===== src/hw/rtl/dd_pkg.sv =====
// ----------------------------------------------------------------------------
// dd_pkg
// Types, constants and calendar helpers for the date difference pipeline.
// ----------------------------------------------------------------------------
package dd_pkg;

  localparam int unsigned DayW   = 5;
  localparam int unsigned MonthW = 4;
  localparam int unsigned YearW  = 14;
  localparam int unsigned CountW = 23;   // per-date day count, unsigned
  localparam int unsigned DiffW  = 23;   // signed result field
  localparam int unsigned ProdW  = 27;   // year * reciprocal
  localparam int unsigned QW     = 8;    // year / 100, at most 163
  localparam int unsigned LeapW  = 12;   // leap years before a year

  localparam int unsigned InDataW  = 48; // 46 field bits, byte padded
  localparam int unsigned OutDataW = 32; // 25 field bits, byte padded

  localparam logic [YearW-1:0] EpochYear   = YearW'(1970);
  // Leap years in 1..EpochYear-1
  localparam logic [LeapW-1:0] EpochLeaps  = LeapW'(477);
  // floor(x / 100) == (x * Recip100) >> Shift100 for any 14-bit x
  localparam logic [ProdW-1:0] Recip100    = ProdW'(5243);
  localparam int unsigned      Shift100    = 19;
  localparam logic [CountW-1:0] DaysPerYear = CountW'(365);
  localparam logic [YearW-1:0] Hundred     = YearW'(100);

  localparam logic signed [DiffW:0] DiffMax = (DiffW+1)'(4194303);
  localparam logic signed [DiffW:0] DiffMin = -(DiffW+1)'(4194304);

  typedef struct packed {
    logic [DayW-1:0]   day;
    logic [MonthW-1:0] month;
    logic [YearW-1:0]  year;
    logic [YearW-1:0]  prev_year;   // year - 1
    logic [YearW-1:0]  year_off;    // year - epoch
    logic              after_epoch;
    logic [ProdW-1:0]  prod_prev;   // prev_year * Recip100
    logic [ProdW-1:0]  prod_year;   // year * Recip100
  } s1_t;

  typedef struct packed {
    logic [DayW-1:0]   day;
    logic [MonthW-1:0] month;
    logic              leap;
    logic              after_epoch;
    logic [CountW-1:0] year_days;
    logic [LeapW-1:0]  leaps_before;
    logic              valid;
  } s2_t;

  typedef struct packed {
    logic [CountW-1:0] count;
    logic              valid;
  } s3_t;

  // Days before month m in a common year; months above twelve extend the rule.
  function automatic logic [8:0] month_prefix(input logic [MonthW-1:0] m);
    logic [8:0] r;
    case (m)
      4'd0:    r = 9'd0;
      4'd1:    r = 9'd0;
      4'd2:    r = 9'd31;
      4'd3:    r = 9'd59;
      4'd4:    r = 9'd90;
      4'd5:    r = 9'd120;
      4'd6:    r = 9'd151;
      4'd7:    r = 9'd181;
      4'd8:    r = 9'd212;
      4'd9:    r = 9'd243;
      4'd10:   r = 9'd273;
      4'd11:   r = 9'd304;
      4'd12:   r = 9'd334;
      4'd13:   r = 9'd365;
      4'd14:   r = 9'd395;
      default: r = 9'd426;
    endcase
    return r;
  endfunction

  function automatic logic [DayW-1:0] month_len(input logic [MonthW-1:0] m,
                                                input logic leap);
    logic [DayW-1:0] r;
    if (m == MonthW'(2)) begin
      r = leap ? DayW'(29) : DayW'(28);
    end else if ((m[0] && m <= MonthW'(7)) || (!m[0] && m >= MonthW'(8))) begin
      r = DayW'(31);
    end else begin
      r = DayW'(30);
    end
    return r;
  endfunction

endpackage


===== src/hw/rtl/date_difference_days.sv =====
// ----------------------------------------------------------------------------
// date_difference_days
// Signed day difference between two Gregorian dates, with validity flags.
// ----------------------------------------------------------------------------
// Throughput: one date pair per cycle; each stage stalls only while it is full
// and the stage after it cannot take its word.
// Reset: rst_ni clears the stage valid bits only; the pipeline comes up empty.
// ----------------------------------------------------------------------------
// Stage 1: year - 1, year - epoch, and the reciprocal products for /100.
// Stage 2: quotients, leap flag, leap years before the year, 365 * years,
//          validity of day and month.
// Stage 3: per-date day count, with 1 January of the epoch year as day 1.
// Stage 4: difference of the two counts, saturated to 23 bits signed.
// Both dates run side by side in two identical lanes through stages 1 to 3.
// ----------------------------------------------------------------------------
module date_difference_days (
  input  logic                        clk_i,
  input  logic                        rst_ni,
  input  logic                        s_axis_tvalid,
  output logic                        s_axis_tready,
  // [4:0] first_day, [8:5] first_month, [22:9] first_year,
  // [27:23] second_day, [31:28] second_month, [45:32] second_year, [47:46] zero
  input  logic [dd_pkg::InDataW-1:0]  s_axis_tdata,
  output logic                        m_axis_tvalid,
  input  logic                        m_axis_tready,
  // [22:0] day_difference (signed), [23] first_valid, [24] second_valid,
  // [31:25] zero
  output logic [dd_pkg::OutDataW-1:0] m_axis_tdata
);

  // Stage valid bits and per-stage ready (a stage moves when it is empty or
  // the next one takes its word).
  logic v1_q, v2_q, v3_q, v4_q;
  logic rdy1, rdy2, rdy3, rdy4;

  assign rdy4 = !v4_q || m_axis_tready;
  assign rdy3 = !v3_q || rdy4;
  assign rdy2 = !v2_q || rdy3;
  assign rdy1 = !v1_q || rdy2;

  assign s_axis_tready = rdy1;

  always_ff @(posedge clk_i or negedge rst_ni) begin
    if (!rst_ni) begin
      v1_q <= 1'b0;
      v2_q <= 1'b0;
      v3_q <= 1'b0;
      v4_q <= 1'b0;
    end else begin
      if (rdy1) v1_q <= s_axis_tvalid;
      if (rdy2) v2_q <= v1_q;
      if (rdy3) v3_q <= v2_q;
      if (rdy4) v4_q <= v3_q;
    end
  end

  // Input unpacking, lane 0 is the first date, lane 1 the second.
  logic [dd_pkg::DayW-1:0]   in_day   [2];
  logic [dd_pkg::MonthW-1:0] in_month [2];
  logic [dd_pkg::YearW-1:0]  in_year  [2];

  assign in_day[0]   = s_axis_tdata[4:0];
  assign in_month[0] = s_axis_tdata[8:5];
  assign in_year[0]  = s_axis_tdata[22:9];
  assign in_day[1]   = s_axis_tdata[27:23];
  assign in_month[1] = s_axis_tdata[31:28];
  assign in_year[1]  = s_axis_tdata[45:32];

  dd_pkg::s1_t s1_d [2];
  dd_pkg::s1_t s1_q [2];
  dd_pkg::s2_t s2_d [2];
  dd_pkg::s2_t s2_q [2];
  dd_pkg::s3_t s3_d [2];
  dd_pkg::s3_t s3_q [2];

  for (genvar g = 0; g < 2; g++) begin : g_lane

    // ---- stage 1 ----
    always_comb begin
      s1_d[g].day         = in_day[g];
      s1_d[g].month       = in_month[g];
      s1_d[g].year        = in_year[g];
      s1_d[g].prev_year   = in_year[g] - dd_pkg::YearW'(1);
      s1_d[g].year_off    = in_year[g] - dd_pkg::EpochYear;
      s1_d[g].after_epoch = in_year[g] > dd_pkg::EpochYear;
      s1_d[g].prod_prev   = dd_pkg::ProdW'(s1_d[g].prev_year) * dd_pkg::Recip100;
      s1_d[g].prod_year   = dd_pkg::ProdW'(in_year[g]) * dd_pkg::Recip100;
    end

    // ---- stage 2 ----
    logic [dd_pkg::QW-1:0] q_prev;   // (year - 1) / 100
    logic [dd_pkg::QW-1:0] q_year;   // year / 100
    logic                  cent;     // year divisible by 100
    logic [dd_pkg::DayW-1:0] mlen;

    always_comb begin
      q_prev = s1_q[g].prod_prev[dd_pkg::Shift100 +: dd_pkg::QW];
      q_year = s1_q[g].prod_year[dd_pkg::Shift100 +: dd_pkg::QW];
      cent   = s1_q[g].year == dd_pkg::YearW'(q_year) * dd_pkg::Hundred;

      s2_d[g].day         = s1_q[g].day;
      s2_d[g].month       = s1_q[g].month;
      s2_d[g].after_epoch = s1_q[g].after_epoch;
      // 4/100/400 rule: divisible by 400 means a century with quotient % 4 == 0
      s2_d[g].leap        = (s1_q[g].year[1:0] == 2'd0) && (!cent || q_year[1:0] == 2'd0);
      s2_d[g].year_days   = dd_pkg::CountW'(s1_q[g].year_off) * dd_pkg::DaysPerYear;
      s2_d[g].leaps_before = dd_pkg::LeapW'(s1_q[g].prev_year[dd_pkg::YearW-1:2])
                           - dd_pkg::LeapW'(q_prev)
                           + dd_pkg::LeapW'(q_prev[dd_pkg::QW-1:2]);
      mlen                = dd_pkg::month_len(s1_q[g].month, s2_d[g].leap);
      s2_d[g].valid       = (s1_q[g].month != '0) && (s1_q[g].month <= dd_pkg::MonthW'(12))
                         && (s1_q[g].day != '0) && (s1_q[g].day <= mlen);
    end

    // ---- stage 3 ----
    logic [dd_pkg::CountW-1:0] whole_years;

    always_comb begin
      whole_years = s2_q[g].after_epoch
                  ? s2_q[g].year_days
                    + dd_pkg::CountW'(s2_q[g].leaps_before - dd_pkg::EpochLeaps)
                  : '0;
      s3_d[g].count = whole_years
                    + dd_pkg::CountW'(dd_pkg::month_prefix(s2_q[g].month))
                    + dd_pkg::CountW'(s2_q[g].leap && s2_q[g].month > dd_pkg::MonthW'(2))
                    + dd_pkg::CountW'(s2_q[g].day);
      s3_d[g].valid = s2_q[g].valid;
    end

    always_ff @(posedge clk_i) begin
      if (rdy1) s1_q[g] <= s1_d[g];
      if (rdy2) s2_q[g] <= s2_d[g];
      if (rdy3) s3_q[g] <= s3_d[g];
    end

  end

  // ---- stage 4: difference and saturation ----
  logic signed [dd_pkg::DiffW:0] diff;
  logic [dd_pkg::DiffW-1:0]      diff_sat;
  logic [dd_pkg::OutDataW-1:0]   out_d, out_q;

  always_comb begin
    diff = $signed({1'b0, s3_q[0].count}) - $signed({1'b0, s3_q[1].count});
    if (diff > dd_pkg::DiffMax) begin
      diff_sat = dd_pkg::DiffW'(dd_pkg::DiffMax);
    end else if (diff < dd_pkg::DiffMin) begin
      diff_sat = dd_pkg::DiffW'(dd_pkg::DiffMin);
    end else begin
      diff_sat = diff[dd_pkg::DiffW-1:0];
    end
    out_d = dd_pkg::OutDataW'({s3_q[1].valid, s3_q[0].valid, diff_sat});
  end

  always_ff @(posedge clk_i) begin
    if (rdy4) out_q <= out_d;
  end

  assign m_axis_tvalid = v4_q;
  assign m_axis_tdata  = out_q;

endmodule


===== config.mk =====
export PLATFORM = sky130hd
export DESIGN_NAME = date_difference_days
export DESIGN_NICKNAME = d
export VERILOG_FILES = /design/src/hw/rtl/dd_pkg.sv /design/src/hw/rtl/date_difference_days.sv
export SDC_FILE = /design/constraint.sdc
export NUM_CORES = 2
export LEC_CHECK = 0
export BUFFER_PORTS_ARGS = -buffer_cell sky130_fd_sc_hd__clkbuf_2
export CORE_MARGIN = 3
export CORE_UTILIZATION = 59
export CTS_CLUSTER_SIZE = 28
export DETAILED_ROUTE_END_ITERATION = 10
export HOLD_SLACK_MARGIN = 0.15
export PLACE_DENSITY_LB_ADDON = 0.12
export SETUP_SLACK_MARGIN = 0.05
export SYNTH_ARGS = -nofsm -noshare
export SYNTH_HDL_FRONTEND = slang
export SYNTH_SLANG_ARGS = --single-unit

===== constraint.sdc =====
create_clock -name clk_i -period 6.3 [get_ports clk_i]
set_clock_uncertainty 0.1 [all_clocks]
set_input_delay 0.315 -clock clk_i [delete_from_list [all_inputs] [get_ports clk_i]]
set_output_delay 0.315 -clock clk_i [all_outputs]
set_load 0.01 [all_outputs]

==> reports/qor.yml <==
outcome:
  status: "complete, no violations"
timing:
  min_period_over_period_pct: 95.8
  worstMarginPinSlew_ns: 1.14
  relSlewSlack_pct: 23.4
  rsz0062_at_grt: "false"
  period_needed_ns: 6.03
  hold_viol: 0
  setup_viol: 0
  drv_slew: 0
  max_freq_mhz: 166
grt:
  gr-total-overflow: 0
  grt_max_degree: 61
  grt_pass1_wl_um: 134000
  use_met2_pct: 44.6
  grt_antenna_before_repair: 1
  grt_pass1_vias: 27200
  use_met1_pct: 31.5
  grt.busiest_layer: "met2"
  grt_use_met3_pct: 2.72
  grt_usage_pct: 24.9
worst_setup_path:
  cp_data_required_time_ns: 6.52
  rrSetupSlack_ns: 1.22
  reg2reg_to: "s2_q[0][32]$_DFFE_PP_"
  cp-end-kind: "register"
  crit_type: "input port to register"
  cp_top_family: "adder cells"
  startpoint_type: "input port"
  cp_common_cell: "inv_1"
  slowest_delay_ns: 0.54
  crit_arrival_ns: 6.25
  crit_slowest_cell: "dlygate4sd3_1"
  cp_max_fo: 5
  worstReg2RegStart: "s1_q[0][56]$_DFFE_PP_"
  critical_path_buf_inv_count: 11
  reg2reg_depth: 17
detailed_routing:
  viasPerCell: 5.30
  wl_um: 79900
  drtIter0Drc: 1174
  route.detailed.drc: 0
  wl_per_cell_um: 16.9
  ant_nets: 0
  firstDrtPassIters: 5
  vias: 25100
cts:
  root_buffer: "clkbuf_16"
  cts_buffers: 35
  max-clock-path-buffers: 3
  tritoncts: "done"
  path_clk_slew_ns: 0.06
  h-tree-depth: 2
  clock_latency_ns: 0.56
  cts.sinks: 301
synthesis:
  ys_ff_latch: 301
  ys_async_sr_fraction_pct: 1.33
  ys_warn_count: 0
  yosysSeqAreaShare_pct: 24.2
  synth_enable_flop_cells: 297
  yosys.area.top_type: "ha_1"
  synth-compound-area-share_pct: 8.28
  syn_inst: 3570
  syn_area_um2: 37200
  synth_top_family_by_area: "adder cells"
  yosysTopAreaCellShare_pct: 24.7
  synthTopCellsByArea: "ha_1, edfxtp_1, fa_1, inv_1, xnor2_1"
  yosys.area_share.xor_xnor_pct: 6.66
  syn_area_per_cell_um2: 10.4
  synth_cell_types: 85
  synthFlopType: "edfxtp_1"
  yosys.area_share.simple_pct: 7.17
  synth.area.mux_share_pct: 0.447
  synth-adder-area-share_pct: 44.6
job:
  maxCapViolations: 0
layout:
  layout.nets: 5032
  fin_area_um2: 41800
  fill_cells: 4723
  drive_above_1_share_pct: 10.4
  layout_common_cells: "inv_1, ha_1, fa_1"
  utilization_pct: 67.4
  layout_commonest_cell: "inv_1"
  syn_to_final_growth_pct: 12.4
die:
  initial_core_util_pct: 60.0
  rows: 91
  die_area_um2: 66200
  ioPinCount: 86
  core_area_um2: 62100
  die_w_um: 257
  fp.dieH_um: 257
min_path:
  hp-class: "input port to register"
  worstHoldStart: "s_axis_tdata[18]"
  whs_path_depth: 2
  hold_end: "s1_q[0][92]$_DFFE_PP_"
placement:
  hpwl_um: 67400
  post_dp_cell_area_um2: 39800
  io_buffers: 76
  gp_congestion: 0.970
[worst reg2reg max path, stage by stage (launching register included)]
cell and delay (ns):
edfxtp_1 0.52, ha_1 0.34, fa_1 0.56, inv_1 0.05, fa_1 0.46, fa_1 0.55, inv_1 0.04, ha_1 0.32
nor2b_1 0.14, o21ai_0 0.19, a21boi_0 0.14, o21ai_0 0.24, a21boi_0 0.20, o21bai_1 0.21, a21oi_1 0.11, a21o_1 0.19
o41ai_1 0.34, xnor2_1 0.11
[layout make-up]
class / count / area, µm² / share of cell area [%]
sequential: 301 / 9020 / 21.6
antenna: 1 / 2.50 / 0.00598
inverter: 819 / 3090 / 7.38
timing repair buffer: 289 / 2120 / 5.07
clock buffer: 37 / 883 / 2.11
tap: 837 / 1050 / 2.50
clock inverter: 24 / 195 / 0.467
multi-input combinational: 2431 / 25500 / 60.9
[layer usage]
metal / wire [µm] / vias to the layer above
li1: - / 12400
met1: 34400 / 12200
met2: 40400 / 390
met3: 2590 / 149
met4: 2580 / 0
met5: 0 / -
[repair_timing]
item	4_1_cts	5_1_grt
endpoints found under the hold margin	50	2
endpoints found under the setup margin	0	15
hold buffers	48	2
setup buffers	0	15
gates resized for setup	0	76
[cells by family after synthesis]
family	Yosys count
fa+ha+maj	1108
buf+inv	844
simple gates	535
compound gates	482
flops	301
xor+xnor	283
mux	16
other cells	1
[per-stage QoR]
step                setup slack [ns]  cells  TNS [ns]  hold slack (ns)
floorplan                     0.0616   3576         0          -0.0806
global placement              -0.161   4614    -0.502           0.0506
detailed placement            -0.289   4614     -1.56           0.0586
CTS                           0.0609   4723         0            0.169
global route                 0.00132   4738         0            0.204
finish                         0.266   4739         0            0.220
[synthesized netlist by cell type (23+ instances only)]
master / count
o21ai_0: 102
nor3_1: 45
ha_1: 736
nand2b_1: 37
nand2_1: 139
inv_1: 818
nand3_1: 48
fa_1: 367
xnor2_1: 201
edfxtp_1: 297
a21oi_1: 142
nor2b_1: 23
nor2_1: 137
xor2_1: 82
a21o_1: 82
[flip-flops by register name, indices dropped and copies added, names as in the netlist]
| signal | cells |
|---|---|
| m_axis_tdata | 25 |
| m_axis_tvalid | 1 |
| s1_q | 130 |
| s2_q | 94 |
| s3_q | 48 |
| v1_q | 1 |
| v2_q | 1 |
| v3_q | 1 |
[worst max-delay path by stage]
| stage | from | to | slack, ns | cells past startpoint |
|---|---|---|---|---|
| after floorplan | s_axis_tdata[33] | s1_q[0][156]$_DFFE_PP_ | 0.06 | 28 |
| after global placement | s_axis_tdata[34] | s1_q[0][158]$_DFFE_PP_ | -0.16 | 28 |
| after detailed placement | s_axis_tdata[34] | s1_q[0][158]$_DFFE_PP_ | -0.29 | 26 |
| after CTS | s_axis_tdata[32] | s1_q[0][158]$_DFFE_PP_ | 0.06 | 30 |
| after global routing | s_axis_tdata[37] | s1_q[0][159]$_DFFE_PP_ | 0.001 | 29 |
| final | s_axis_tdata[37] | s1_q[0][156]$_DFFE_PP_ | 0.27 | 31 |
Power is not shown: default switching activity piles up to over one toggle a cycle in this logic, so the estimate is an artifact.
